[config.mk]
export PLATFORM = sky130hd
export DESIGN_NAME = skvt_cell
export DESIGN_NICKNAME = d
export VERILOG_FILES = /design/src/hdl/skvt_pkg.sv /design/src/hdl/skvt_cell.sv
export SDC_FILE = /design/constraint.sdc
export NUM_CORES = 1
export LEC_CHECK = 0
export ABC_AREA = 1
export BUFFER_PORTS_ARGS = -buffer_cell sky130_fd_sc_hd__buf_4
export CAP_MARGIN = 20
export CORE_MARGIN = 1
export CORE_UTILIZATION = 46
export CTS_CLUSTER_SIZE = 20
export DETAILED_ROUTE_END_ITERATION = 6
export HOLD_SLACK_MARGIN = 0.1
export PLACE_DENSITY_LB_ADDON = 0.15
export SYNTH_ARGS = -nofsm -noshare
export SYNTH_HDL_FRONTEND = slang
export SYNTH_SLANG_ARGS = --single-unit
export TNS_END_PERCENT = 5
[constraint.sdc]
create_clock -name clk -period 4.83 [get_ports clk]
set_input_delay 0.483 -clock clk [delete_from_list [all_inputs] [get_ports clk]]
set_output_delay 0.483 -clock clk [all_outputs]
set_load 0.03 [all_outputs]
[src/hdl/skvt_pkg.sv]
// Shared types and codes for the sorted key/value table.
package skvt_pkg;

    localparam logic FUNC_PUT    = 1'b0;
    localparam logic FUNC_LOOKUP = 1'b1;

    localparam logic [1:0] ST_HIT  = 2'd0;
    localparam logic [1:0] ST_MISS = 2'd1;
    localparam logic [1:0] ST_FULL = 2'd2;

    localparam int KEY_W   = 32;
    localparam int VALUE_W = 32;
    localparam int COUNT_W = 9;

    // Broadcast from the controller to every cell of the chain.
    typedef struct packed {
        logic                      ins;
        logic                      upd;
        logic signed [KEY_W-1:0]   key;
        logic signed [VALUE_W-1:0] value;
    } cell_ctrl_t;

endpackage

[src/hdl/skvt_cell.sv]
// One slot of the sorted chain: holds a pair, compares, shifts right on insert, rewrites the value on update.
module skvt_cell (
    input  logic                                 clk,
    input  skvt_pkg::cell_ctrl_t                 ctrl,
    input  logic                                 occ,
    input  logic                                 left_less,
    input  logic signed [skvt_pkg::KEY_W-1:0]    left_key,
    input  logic signed [skvt_pkg::VALUE_W-1:0]  left_value,
    output logic                                 less,
    output logic                                 eq,
    output logic signed [skvt_pkg::KEY_W-1:0]    key,
    output logic signed [skvt_pkg::VALUE_W-1:0]  value
);

    logic signed [skvt_pkg::KEY_W-1:0]   key_reg;
    logic signed [skvt_pkg::KEY_W-1:0]   key_next;
    logic signed [skvt_pkg::VALUE_W-1:0] value_reg;
    logic signed [skvt_pkg::VALUE_W-1:0] value_next;

    assign less  = occ && (key_reg < ctrl.key);
    assign eq    = occ && (key_reg == ctrl.key);
    assign key   = key_reg;
    assign value = value_reg;

    always_comb
    begin
        key_next   = key_reg;
        value_next = value_reg;
        if (ctrl.ins && !less)
        begin
            // first slot not below the key takes the new pair, the rest shift
            if (left_less)
            begin
                key_next   = ctrl.key;
                value_next = ctrl.value;
            end
            else
            begin
                key_next   = left_key;
                value_next = left_value;
            end
        end
        else if (ctrl.upd && eq)
        begin
            value_next = ctrl.value;
        end
    end

    always_ff @(posedge clk)
    begin
        key_reg   <= key_next;
        value_reg <= value_next;
    end

endmodule

# == After elaboration in Yosys (flattened, before gate mapping) ==
# Index checks and enable logic that the tools add are counted.
# word_totals
regBits,64
latchBits,0
mem_bits_rw,0
romBits,0
in_bits,133
output_inout_bits,66
word_cells,14
n_memories,0
# op_classes
n_addsub,0
n_mul,0
div,0
n_lt_le_gt_ge,1
eq_ne,1
shifts,0
muxes,4
n_bitwise,0
reduce_logical,6
# op_table
operator,count
$mux W32,4
$eq A32 B32 Y1,1
$lt A32 B32 Y1,1
$logic_and A1 B1 Y1,4
$reduce_bool A2 Y1,1
$logic_not A1 Y1,1

# == Longest topological paths before layout ==
# Gate-level depths: netlist of run 1.
# depth
word_depth,5
ltp_mapped,19
ltp_nobuf,18

# == Worst setup path after synthesis of run 1 ==
# No wires, ideal clock.
# synth_path
kind,flip-flop to flip-flop
startpoint,register key_reg (netlist bit key[31])
endpoint,"register value_reg (netlist bit value[0]), enable pin"
setup_time_ns,0.389
t_arrival_ns,2.980
t_required_ns,4.441
path_slack_ns,1.461
stages_incl_launch_ff,9
n_path_buf,0
period_less_slack_ns,3.369
cell_sequence,edfxtp_1 > ha_1 > nand2_2 > nor2_2 > nand2_1 > nor4_2 > nor3b_1 > nand2_1 > nand2_1
# synth_between
elab_cells_between_ends,8
cone_classes,order compare (1); eq/ne (1); reduce/logical (6)
# synth_rtl
element,line_no,text
from (decl),skvt_cell.sv:15,logic signed [skvt_pkg::KEY_W-1:0] key_reg;
from (signal assigned),skvt_cell.sv:51,key_reg <= key_next;
$eq A32 B32 Y1,skvt_cell.sv:21,assign eq = occ && (key_reg == ctrl.key);
$logic_and A1 B1 Y1,skvt_cell.sv:21,
via eq,skvt_cell.sv:10,"output logic eq,"
$logic_and A1 B1 Y1,skvt_cell.sv:43,else if (ctrl.upd && eq)
$reduce_bool A2 Y1 (no line),--,
to (signal assigned),skvt_cell.sv:52,value_reg <= value_next;
to (decl),skvt_cell.sv:17,logic signed [skvt_pkg::VALUE_W-1:0] value_reg;
# The timed path passes the listed nets, and every way through them passes these cells.
# A chain may end at the register's enable or synchronous reset.

# == Worst setup path after layout of run 1 ==
# layout_path
startpoint,register key_reg (netlist bit key[31])
endpoint,"register value_reg (netlist bit value[10]), enable pin"
# layout_between
elab_chain_len,5
elab_cells_between_ends,8
cone_classes,order compare (1); eq/ne (1); reduce/logical (6)
# layout_rtl
element,line_no,text
$lt A32 B32 Y1,skvt_cell.sv:20,assign less = occ && (key_reg < ctrl.key);
$logic_and A1 B1 Y1,skvt_cell.sv:20,
$logic_not A1 Y1,skvt_cell.sv:29,if (ctrl.ins && !less)
$logic_and A1 B1 Y1,skvt_cell.sv:29,
$reduce_bool A2 Y1 (no line) (*),--,
# Every way passes the cells marked *; elsewhere a longest branch is shown, timed or not.

==> impl_metrics.tcl, run 1 <==
set metrics [dict create \
    hp-start "ctrl[22]" \
    leakage_nw 2.80 \
    cts-htree-levels 3 \
    synth_top_family_by_area "simple AND/OR/NAND/NOR gates" \
    hold_path_depth 3 \
    powerDensity_nw_per_um2 286 \
    min_to "value[22]" \
    drive_above_1_share_pct 45.0 \
    cts_tree "built" \
    final_util_pct 66.5 \
    synth-seq-cells 64 \
    antenna_found_initial 0 \
    synth_area_per_cell_um2 9.65 \
    post_cts_buffers 0 \
    r2r_cells 11 \
    timing.hold.ws_ns 0.422 \
    start_util_pct 47.2 \
    drt_pass1_iterations 4 \
    hpwl_um 7700 \
    grt_max_degree 96 \
    arrival_ns 3.50 \
    ys_types 25 \
    worstPathRequired_ns 4.90 \
    finalMaxSlewViolations 0 \
    ant_nets 0 \
    placementRows 34 \
    routabilityCongestion 0.829 \
    grtUsageTotal_pct 21.6 \
    insertion_delay_ns 0.33 \
    slew-limit-headroom_pct 33.6 \
    cts.sinks 64 \
    vias_per_cell 4.94 \
    fill_cells 742 \
    gr-total-overflow 0 \
    detail_route.wl_per_cell_um 13.7 \
    rr_startpoint "key[31]" \
    yosysWarnings 0 \
    cts_buffers 9 \
    antenna_cells 0 \
    cp-end-kind "flop" \
    ctsHoldBuffers 0 \
    port_buffers 198 \
    synthAdderAreaFrac_pct 9.77 \
    min_period_ns 3.43 \
    finalSetupViolCount 0 \
    r2r-end "value[10]" \
    status "finished, final reports clean" \
    clock_path_buffers 2 \
    root_buffer "clkbuf_8" \
    cap_violations 0 \
    clk_pin_slew_ns 0.08 \
    synth_nets 590 \
    synth_xor_area_share_pct 0 \
    start_kind "flop" \
    cts_resized 0 \
    wl_um 9970 \
    dieArea_um2 9290 \
    tightest_slew_ns 0.996 \
    fin_nets 779 \
    remaining_drc_errors 0 \
    r2r_slack_ns 1.40 \
    die_w_um 96.4 \
    num_vias 3589 \
    synthesis.area_um2 4100 \
    max-vdd-ir-drop_mv 0.145 \
    yosysSeqAreaShare_pct 46.9 \
    area_delta_synth_final_pct 40.7 \
    rsz0062_at_grt "false" \
    max_freq_mhz 292 \
    hold_viol 0 \
    synth-compound-area-share_pct 6.29 \
    synthCells 425 \
    critPathMaxFanout 34 \
    synth-simple-area-share_pct 20.8 \
    finalPower_w 0.00165 \
    critical_path_class "reg -> reg" \
    die_y_um 96.4 \
    core_um2 8680 \
    synth_mux_area_share_pct 9.06 \
    grt_pass1_vias 3521 \
    tns_ns 0 \
    drtIter0Drc 111 \
    worst_hold_path_type "in -> reg" \
    fin_skew_ns 0.0142 \
    grt_first_pass_wirelength_um 15300 \
    ios 199 \
    fin_crit_sh_pct 71.0 \
]
## cell usage after synthesis (all sizes together)
library cell / number / share of area (%)
nand2: 102 / 12
edfxtp: 64 / 47
a21oi: 45 / 5.5
inv: 42 / 3.8
nor2: 39 / 3.6
nand3: 37 / 4.8
mux2: 33 / 9.1
ha: 32 / 9.8
clkbuf: 12 / 1.1
buf: 9 / 2.2
nand4: 2 / 0.31
o21a: 2 / 0.37
o21ai: 2 / 0.24
a21o: 1 / 0.18
clkinv: 1 / 0.091
nor3b: 1 / 0.18
nor4: 1 / 0.31
## cell type report
type                       instances  area (µm²)  area share [%]
sequential                        64        1920            33.3
multi-input combinational        297        1880            32.6
timing repair buffer             199        1490            25.9
inverter                          43         161            2.80
tap                              108         135            2.34
clock buffer                      11         131            2.28
clock inverter                     4        46.3           0.802
## logic make-up after synthesis
family          count (synthesis)
simple gates                  182
fa+ha+maj                      32
mux                            33
compound gates                 50
flops                          64
buf+inv                        64
## worst max path at each step
stage	cells after the start	to	startpoint	slack [ns]
2_1_floorplan	8	value[0]	key[31]	1.46
3_5_place_dp	13	value[3]	ctrl[63]	1.19
4_1_cts	11	value[10]	key[31]	1.34
5_1_grt	12	value[10]	key[31]	1.03
3_3_place_gp	13	value[3]	ctrl[63]	1.28
6_report	11	value[10]	key[31]	1.40
## cells in the final DEF, fill, tap and decap left out, types with 9 or more instances in the layout
cell / n
nor2_1: 38
a21oi_1: 45
clkbuf_8: 9
nand2_1: 72
mux2_2: 33
nand3_1: 36
nand2_2: 29
edfxtp_1: 64
ha_1: 32
inv_1: 41
buf_4: 199
## routing by layer
metal  routed length (µm)  track usage [%]  share of wire [%]  vias up
li1                     -                -                  -     1821
met2                 5100             39.7                 51      134
met1                 3890             24.0                 39     1611
met5                    0                0                  0        -
met3                  756             5.56                7.6       23
met4                  221             8.09                2.2        0
## report_power, final
part / leakage [nW] / internal, W / switching, W / total (W)
Combinational: 2.10 / 0.000217 / 0.000296 / 0.000513
Sequential: 0.611 / 0.000685 / 0.0000221 / 0.000708
Clock: 0.0868 / 0.000233 / 0.000196 / 0.000430
Total: 2.80 / 0.00114 / 0.000514 / 0.00165
## through the flow
stage / worst slack (ns) / instance area (µm²) / cells
after detailed placement: 1.19 / 5590 / 711
after floorplan: 1.46 / 4100 / 425
after CTS: 1.34 / 5770 / 726
final: 1.40 / 5770 / 726
after global routing: 1.03 / 5770 / 726
after global placement: 1.28 / 5590 / 711
## critical path: stages, from the launching register on
cell	delay, ns
edfxtp_1	0.42
ha_1	0.37
nand2_2	0.09
nor2_2	0.13
nand2_1	0.10
nor4_2	0.17
nand2_1	0.12
nand3_1	0.13
nand3_4	0.36
nand2_8	0.42
nand2_1	0.47
buf_4	0.38
Power figures use the tool's default switching activity.
==> inputs of run 2 (changes only) <==
--- a/config.mk
+++ b/config.mk
@@ -9,7 +9,7 @@
 export BUFFER_PORTS_ARGS = -buffer_cell sky130_fd_sc_hd__buf_4
 export CAP_MARGIN = 20
 export CORE_MARGIN = 1
-export CORE_UTILIZATION = 46
+export CORE_UTILIZATION = 42
 export CTS_CLUSTER_SIZE = 20
 export DETAILED_ROUTE_END_ITERATION = 6
 export HOLD_SLACK_MARGIN = 0.1
==> constraint.sdc (replaced) <==
create_clock -name clk -period 2.8 [get_ports clk]
set_input_delay 0.28 -clock clk [delete_from_list [all_inputs] [get_ports clk]]
set_output_delay 0.28 -clock clk [all_outputs]
set_load 0.03 [all_outputs]
==> impl_metrics.tcl, run 2 (synthesized netlist as in run 1, its figures left out) <==
set metrics [dict create \
    status "finished, final reports clean" \
    wl_um 10400 \
    dieArea_um2 10200 \
    max_freq_mhz 383 \
    max-vdd-ir-drop_mv 0.252 \
    cts_buffers 9 \
    cts_resized 0 \
    antenna_cells 0 \
    worst_hold_path_type "in -> reg" \
    area_delta_synth_final_pct 43.7 \
    fin_ws_ns 0.189 \
    hpwl_um 7960 \
    ant_nets 0 \
    powerDensity_nw_per_um2 491 \
    fin_crit_sh_pct 93.2 \
    drt_pass1_iterations 4 \
    grt_pass1_vias 3551 \
    min_period_ns 2.61 \
    clock_path_buffers 2 \
    finalMaxSlewViolations 0 \
    drive_above_1_share_pct 46.1 \
    insertion_delay_ns 0.34 \
    post-place-ws_ns 0.155 \
    start_util_pct 44.0 \
    remaining_drc_errors 0 \
    slew-limit-headroom_pct 49.9 \
    fill_cells 801 \
    placementRows 35 \
    tns_ns 0 \
    layout_commonest_cell "buf_4" \
    detail_route.wl_per_cell_um 13.8 \
    cts_tree "built" \
    r2r_slack_ns 0.25 \
    cts.sinks 64 \
    ctsHoldBuffers 0 \
    rsz0062_at_grt "false" \
    fin_skew_ns 0.0145 \
    leakage_nw 2.85 \
    num_vias 3633 \
    tightest_slew_ns 0.751 \
    core_um2 9330 \
    die_w_um 101 \
    cts-htree-levels 3 \
    finalSetupViolCount 0 \
    post_cts_buffers 0 \
    gr-total-overflow 0 \
    cap_violations 0 \
    grt_max_degree 67 \
    final_cell_mix "205 x buf_4, 71 x nand2_1, 64 x edfxtp_1, 45 x a21oi_1, 41 x inv_1" \
    root_buffer "clkbuf_8" \
    drtIter0Drc 46 \
    grt_first_pass_wirelength_um 16000 \
    port_buffers 198 \
    ios 199 \
    arrival_ns 2.33 \
    fin_nets 787 \
    cp-end-kind "output pin" \
    die_y_um 101 \
    vias_per_cell 4.81 \
    grtUsageTotal_pct 20.6 \
    critical_path_class "reg -> out" \
    worstPathRequired_ns 2.52 \
    routabilityCongestion 0.809 \
    hold_viol 0 \
    clk_pin_slew_ns 0.07 \
    antenna_found_initial 0 \
    critPathMaxFanout 12 \
    start_kind "flop" \
]
-- run 2: final timing paths --
path | endpoint | depth (start not counted) | startpoint
max | less | 10 | key[31]
min | value[11] | 3 | ctrl[11]
max reg2reg | value[2] | 12 | key[31]
min reg2reg | value[21] | 5 | key[31]
-- run 2: critical path: stages (launching register included) --
cell and delay [ns]:
edfxtp_1 0.41, ha_1 0.37, nand2_2 0.08, nor2_2 0.12, nand2_1 0.10, nor4_2 0.20, nand2_1 0.13, nand3_1 0.13
nand3_4 0.20, inv_1 0.11, buf_4 0.16
-- run 2: layout make-up --
type / instances / area, µm² / area share, %
clock buffer: 12 / 135 / 2.29
clock inverter: 4 / 45.0 / 0.764
inverter: 43 / 161 / 2.74
timing repair buffer: 207 / 1580 / 26.8
tap: 129 / 161 / 2.74
sequential: 64 / 1920 / 32.6
multi-input combinational: 297 / 1890 / 32.0
-- run 2: routing by layer --
metal  wire length (µm)  vias up  track usage (%)
met1               4170     1640             23.4
met4                218        0             9.14
met3                772       17             5.41
met2               5290      135             36.5
li1                   -     1841                -
met5                  0        -                0
-- run 2: metrics by stage --
stage | util (%) | total power, W | std cells | hold WS (ns) | cell area [µm²]
6_report | 63.2 | 0.00289 | 756 | 0.213 | 5890
5_1_grt | 63.2 | 0.00305 | 756 | 0.202 | 5890
4_1_cts | 62.8 | 0.00291 | 752 | 0.195 | 5860
3_5_place_dp | 60.9 | 0.00215 | 736 | 0.556 | 5680
3_3_place_gp | 60.9 | 0.00213 | 736 | 0.551 | 5680
2_1_floorplan | - | 0.00178 | 425 | 0.453 | 4110
-- run 2: power by group --
| part | leakage [nW] | switching, W | internal (W) |
|---|---|---|---|
| logic | 2.15 | 0.000515 | 0.000399 |
| clock network | 0.0941 | 0.000353 | 0.000408 |
| registers | 0.611 | 0.0000383 | 0.00118 |
==> inputs of run 3 (changes only) <==
--- a/config.mk
+++ b/config.mk
@@ -7,9 +7,9 @@
 export LEC_CHECK = 0
 export ABC_AREA = 1
 export BUFFER_PORTS_ARGS = -buffer_cell sky130_fd_sc_hd__buf_4
-export CAP_MARGIN = 20
 export CORE_MARGIN = 1
-export CORE_UTILIZATION = 42
+export CORE_UTILIZATION = 46
+export CTS_BUF_LIST = sky130_fd_sc_hd__clkbuf_8
 export CTS_CLUSTER_SIZE = 20
 export DETAILED_ROUTE_END_ITERATION = 6
 export HOLD_SLACK_MARGIN = 0.1
==> constraint.sdc (replaced) <==
create_clock -name clk -period 2.75 [get_ports clk]
set_input_delay 0.275 -clock clk [delete_from_list [all_inputs] [get_ports clk]]
set_output_delay 0.275 -clock clk [all_outputs]
set_load 0.03 [all_outputs]
==> impl_metrics.tcl, run 3 (synthesized netlist as in run 1, its figures left out) <==
set metrics [dict create \
    die_w_um 96.4 \
    status "finished, final reports clean" \
    fin_nets 789 \
    cap_violations 0 \
    drive_above_1_share_pct 45.8 \
    area_delta_synth_final_pct 42.4 \
    cts.sinks 64 \
    root_buffer "clkbuf_8" \
    grt_first_pass_wirelength_um 15200 \
    die_y_um 96.4 \
    detail_route.wl_per_cell_um 13.7 \
    layout_commonest_cell "buf_4" \
    crit_slowest_cell "edfxtp_1" \
    vias_per_cell 4.96 \
    clkPwrFrac_pct 21.9 \
    layout.cells.non_filler 735 \
    finalMaxSlewViolations 0 \
    crit_cells 12 \
    leakage_nw 2.87 \
    slew-limit-headroom_pct 53.0 \
    max-vdd-ir-drop_mv 0.339 \
    fin_crit_sh_pct 91.4 \
    powerDensity_nw_per_um2 477 \
    tightest_slew_ns 0.705 \
    max_freq_mhz 398 \
    post-place-ws_ns 0.213 \
    tns_ns 0 \
    grt_max_degree 63 \
    ant_nets 0 \
    antenna_cells 0 \
    antenna_found_initial 0 \
    worst-path-buf-inv 3 \
    hold_path_depth 3 \
    final_util_pct 67.3 \
    final_cell_mix "208 x buf_4, 71 x nand2_1, 64 x edfxtp_1, 45 x a21oi_1, 43 x inv_1" \
    core_um2 8680 \
    power.switching_w 0.000874 \
    cts-htree-levels 3 \
    min_period_ns 2.51 \
    hold_viol 0 \
    critPathMaxFanout 13 \
    fin_skew_ns 0.00764 \
    finalSetupViolCount 0 \
    sequentialPowerShare_pct 44.7 \
    remaining_drc_errors 0 \
    fill_cells 727 \
    worst_hold_path_type "in -> reg" \
    cts_tree "built" \
    cts_buffers 9 \
    clock_path_buffers 2 \
    gr-total-overflow 0 \
    crit_family "simple AND/OR/NAND/NOR gates" \
    timing.hold.ws_ns 0.227 \
    port_buffers 198 \
    crit_path_cell_trace "ha_1, nand2_1, nor2_1, nand4_1, clkinv_1, nand2_1, nand2_1, nand2_1, nand3_1, nand3_4, inv_1, buf_4" \
    dieArea_um2 9290 \
    arrival_ns 2.24 \
    ios 199 \
    start_kind "flop" \
    worstPathRequired_ns 2.48 \
    cp-end-kind "output pin" \
    start_util_pct 47.2 \
    drt_pass1_iterations 4 \
    p_int_w 0.00191 \
    cpMostUsedCell "nand2_1" \
    fin_ws_ns 0.236 \
    insertion_delay_ns 0.32 \
    grtUsageTotal_pct 21.9 \
    swShare_pct 31.4 \
    grt_pass1_vias 3484 \
    drtIter0Drc 136 \
    crit_path_max_incr_delay_ns 0.40 \
    numPlacedInstances 717 \
    wl_um 10000 \
    critical_path_class "reg -> out" \
    comb_power_share_pct 33.4 \
    placementRows 34 \
    clk_pin_slew_ns 0.07 \
    r2r_cells 14 \
    routabilityCongestion 0.788 \
    num_vias 3643 \
    hpwl_um 8030 \
]
-- run 3: per-stage QoR --
stage / cell area [µm²] / power, W
after global routing: 5840 / 0.00294
after CTS: 5790 / 0.00280
after detailed placement: 5650 / 0.00218
final: 5840 / 0.00278
after floorplan: 4110 / 0.00182
after global placement: 5650 / 0.00216
-- run 3: path summary, 6_finish.rpt --
kind	startpoint	endpoint	slack (ns)
setup / recovery	key[15]	less	0.24
hold / removal	ctrl[17]	value[17]	0.23
setup reg to reg	key[15]	value[26]	0.28
hold reg to reg	key[31]	value[25]	1.09
-- run 3: repair_timing --
item,in CTS,in global routing
hold buffers,0,0
buffers inserted,0,4
setup endpoints to repair,0,83
resized for setup,0,2
-- run 3: tightest hold or removal path, cell delays in order --
cell	delay, ns
buf_4	0.09
nand2_2	0.04
nand2_1	0.04
-- run 3: power by group through the flow --
| stage | registers [W] | clock network [W] | logic [W] |
|---|---|---|---|
| after floorplan | 0.00144 | 0 | 0.000376 |
| after global placement | 0.00126 | 0 | 0.000899 |
| after detailed placement | 0.00126 | 0 | 0.000919 |
| after CTS | 0.00124 | 0.000632 | 0.000922 |
| after global routing | 0.00125 | 0.000670 | 0.00102 |
| final | 0.00124 | 0.000610 | 0.000930 |
-- run 3: routing by layer --
layer	vias to the layer above	wire, µm	global-route usage [%]
li1	1842	-	-
met1	1654	3850	24.0
met2	137	5200	39.7
met3	10	851	6.57
met4	0	135	8.33
met5	-	0	0
-- run 3: cell type report --
type                       count  area [µm²]  share of cell area [%]
clock buffer                   9         124                    2.12
clock inverter                 5        18.8                   0.322
inverter                      43         161                    2.77
multi-input combinational    297        1900                    32.6
sequential                    64        1920                    32.9
tap                          108         135                    2.32
timing repair buffer         209        1570                    26.9
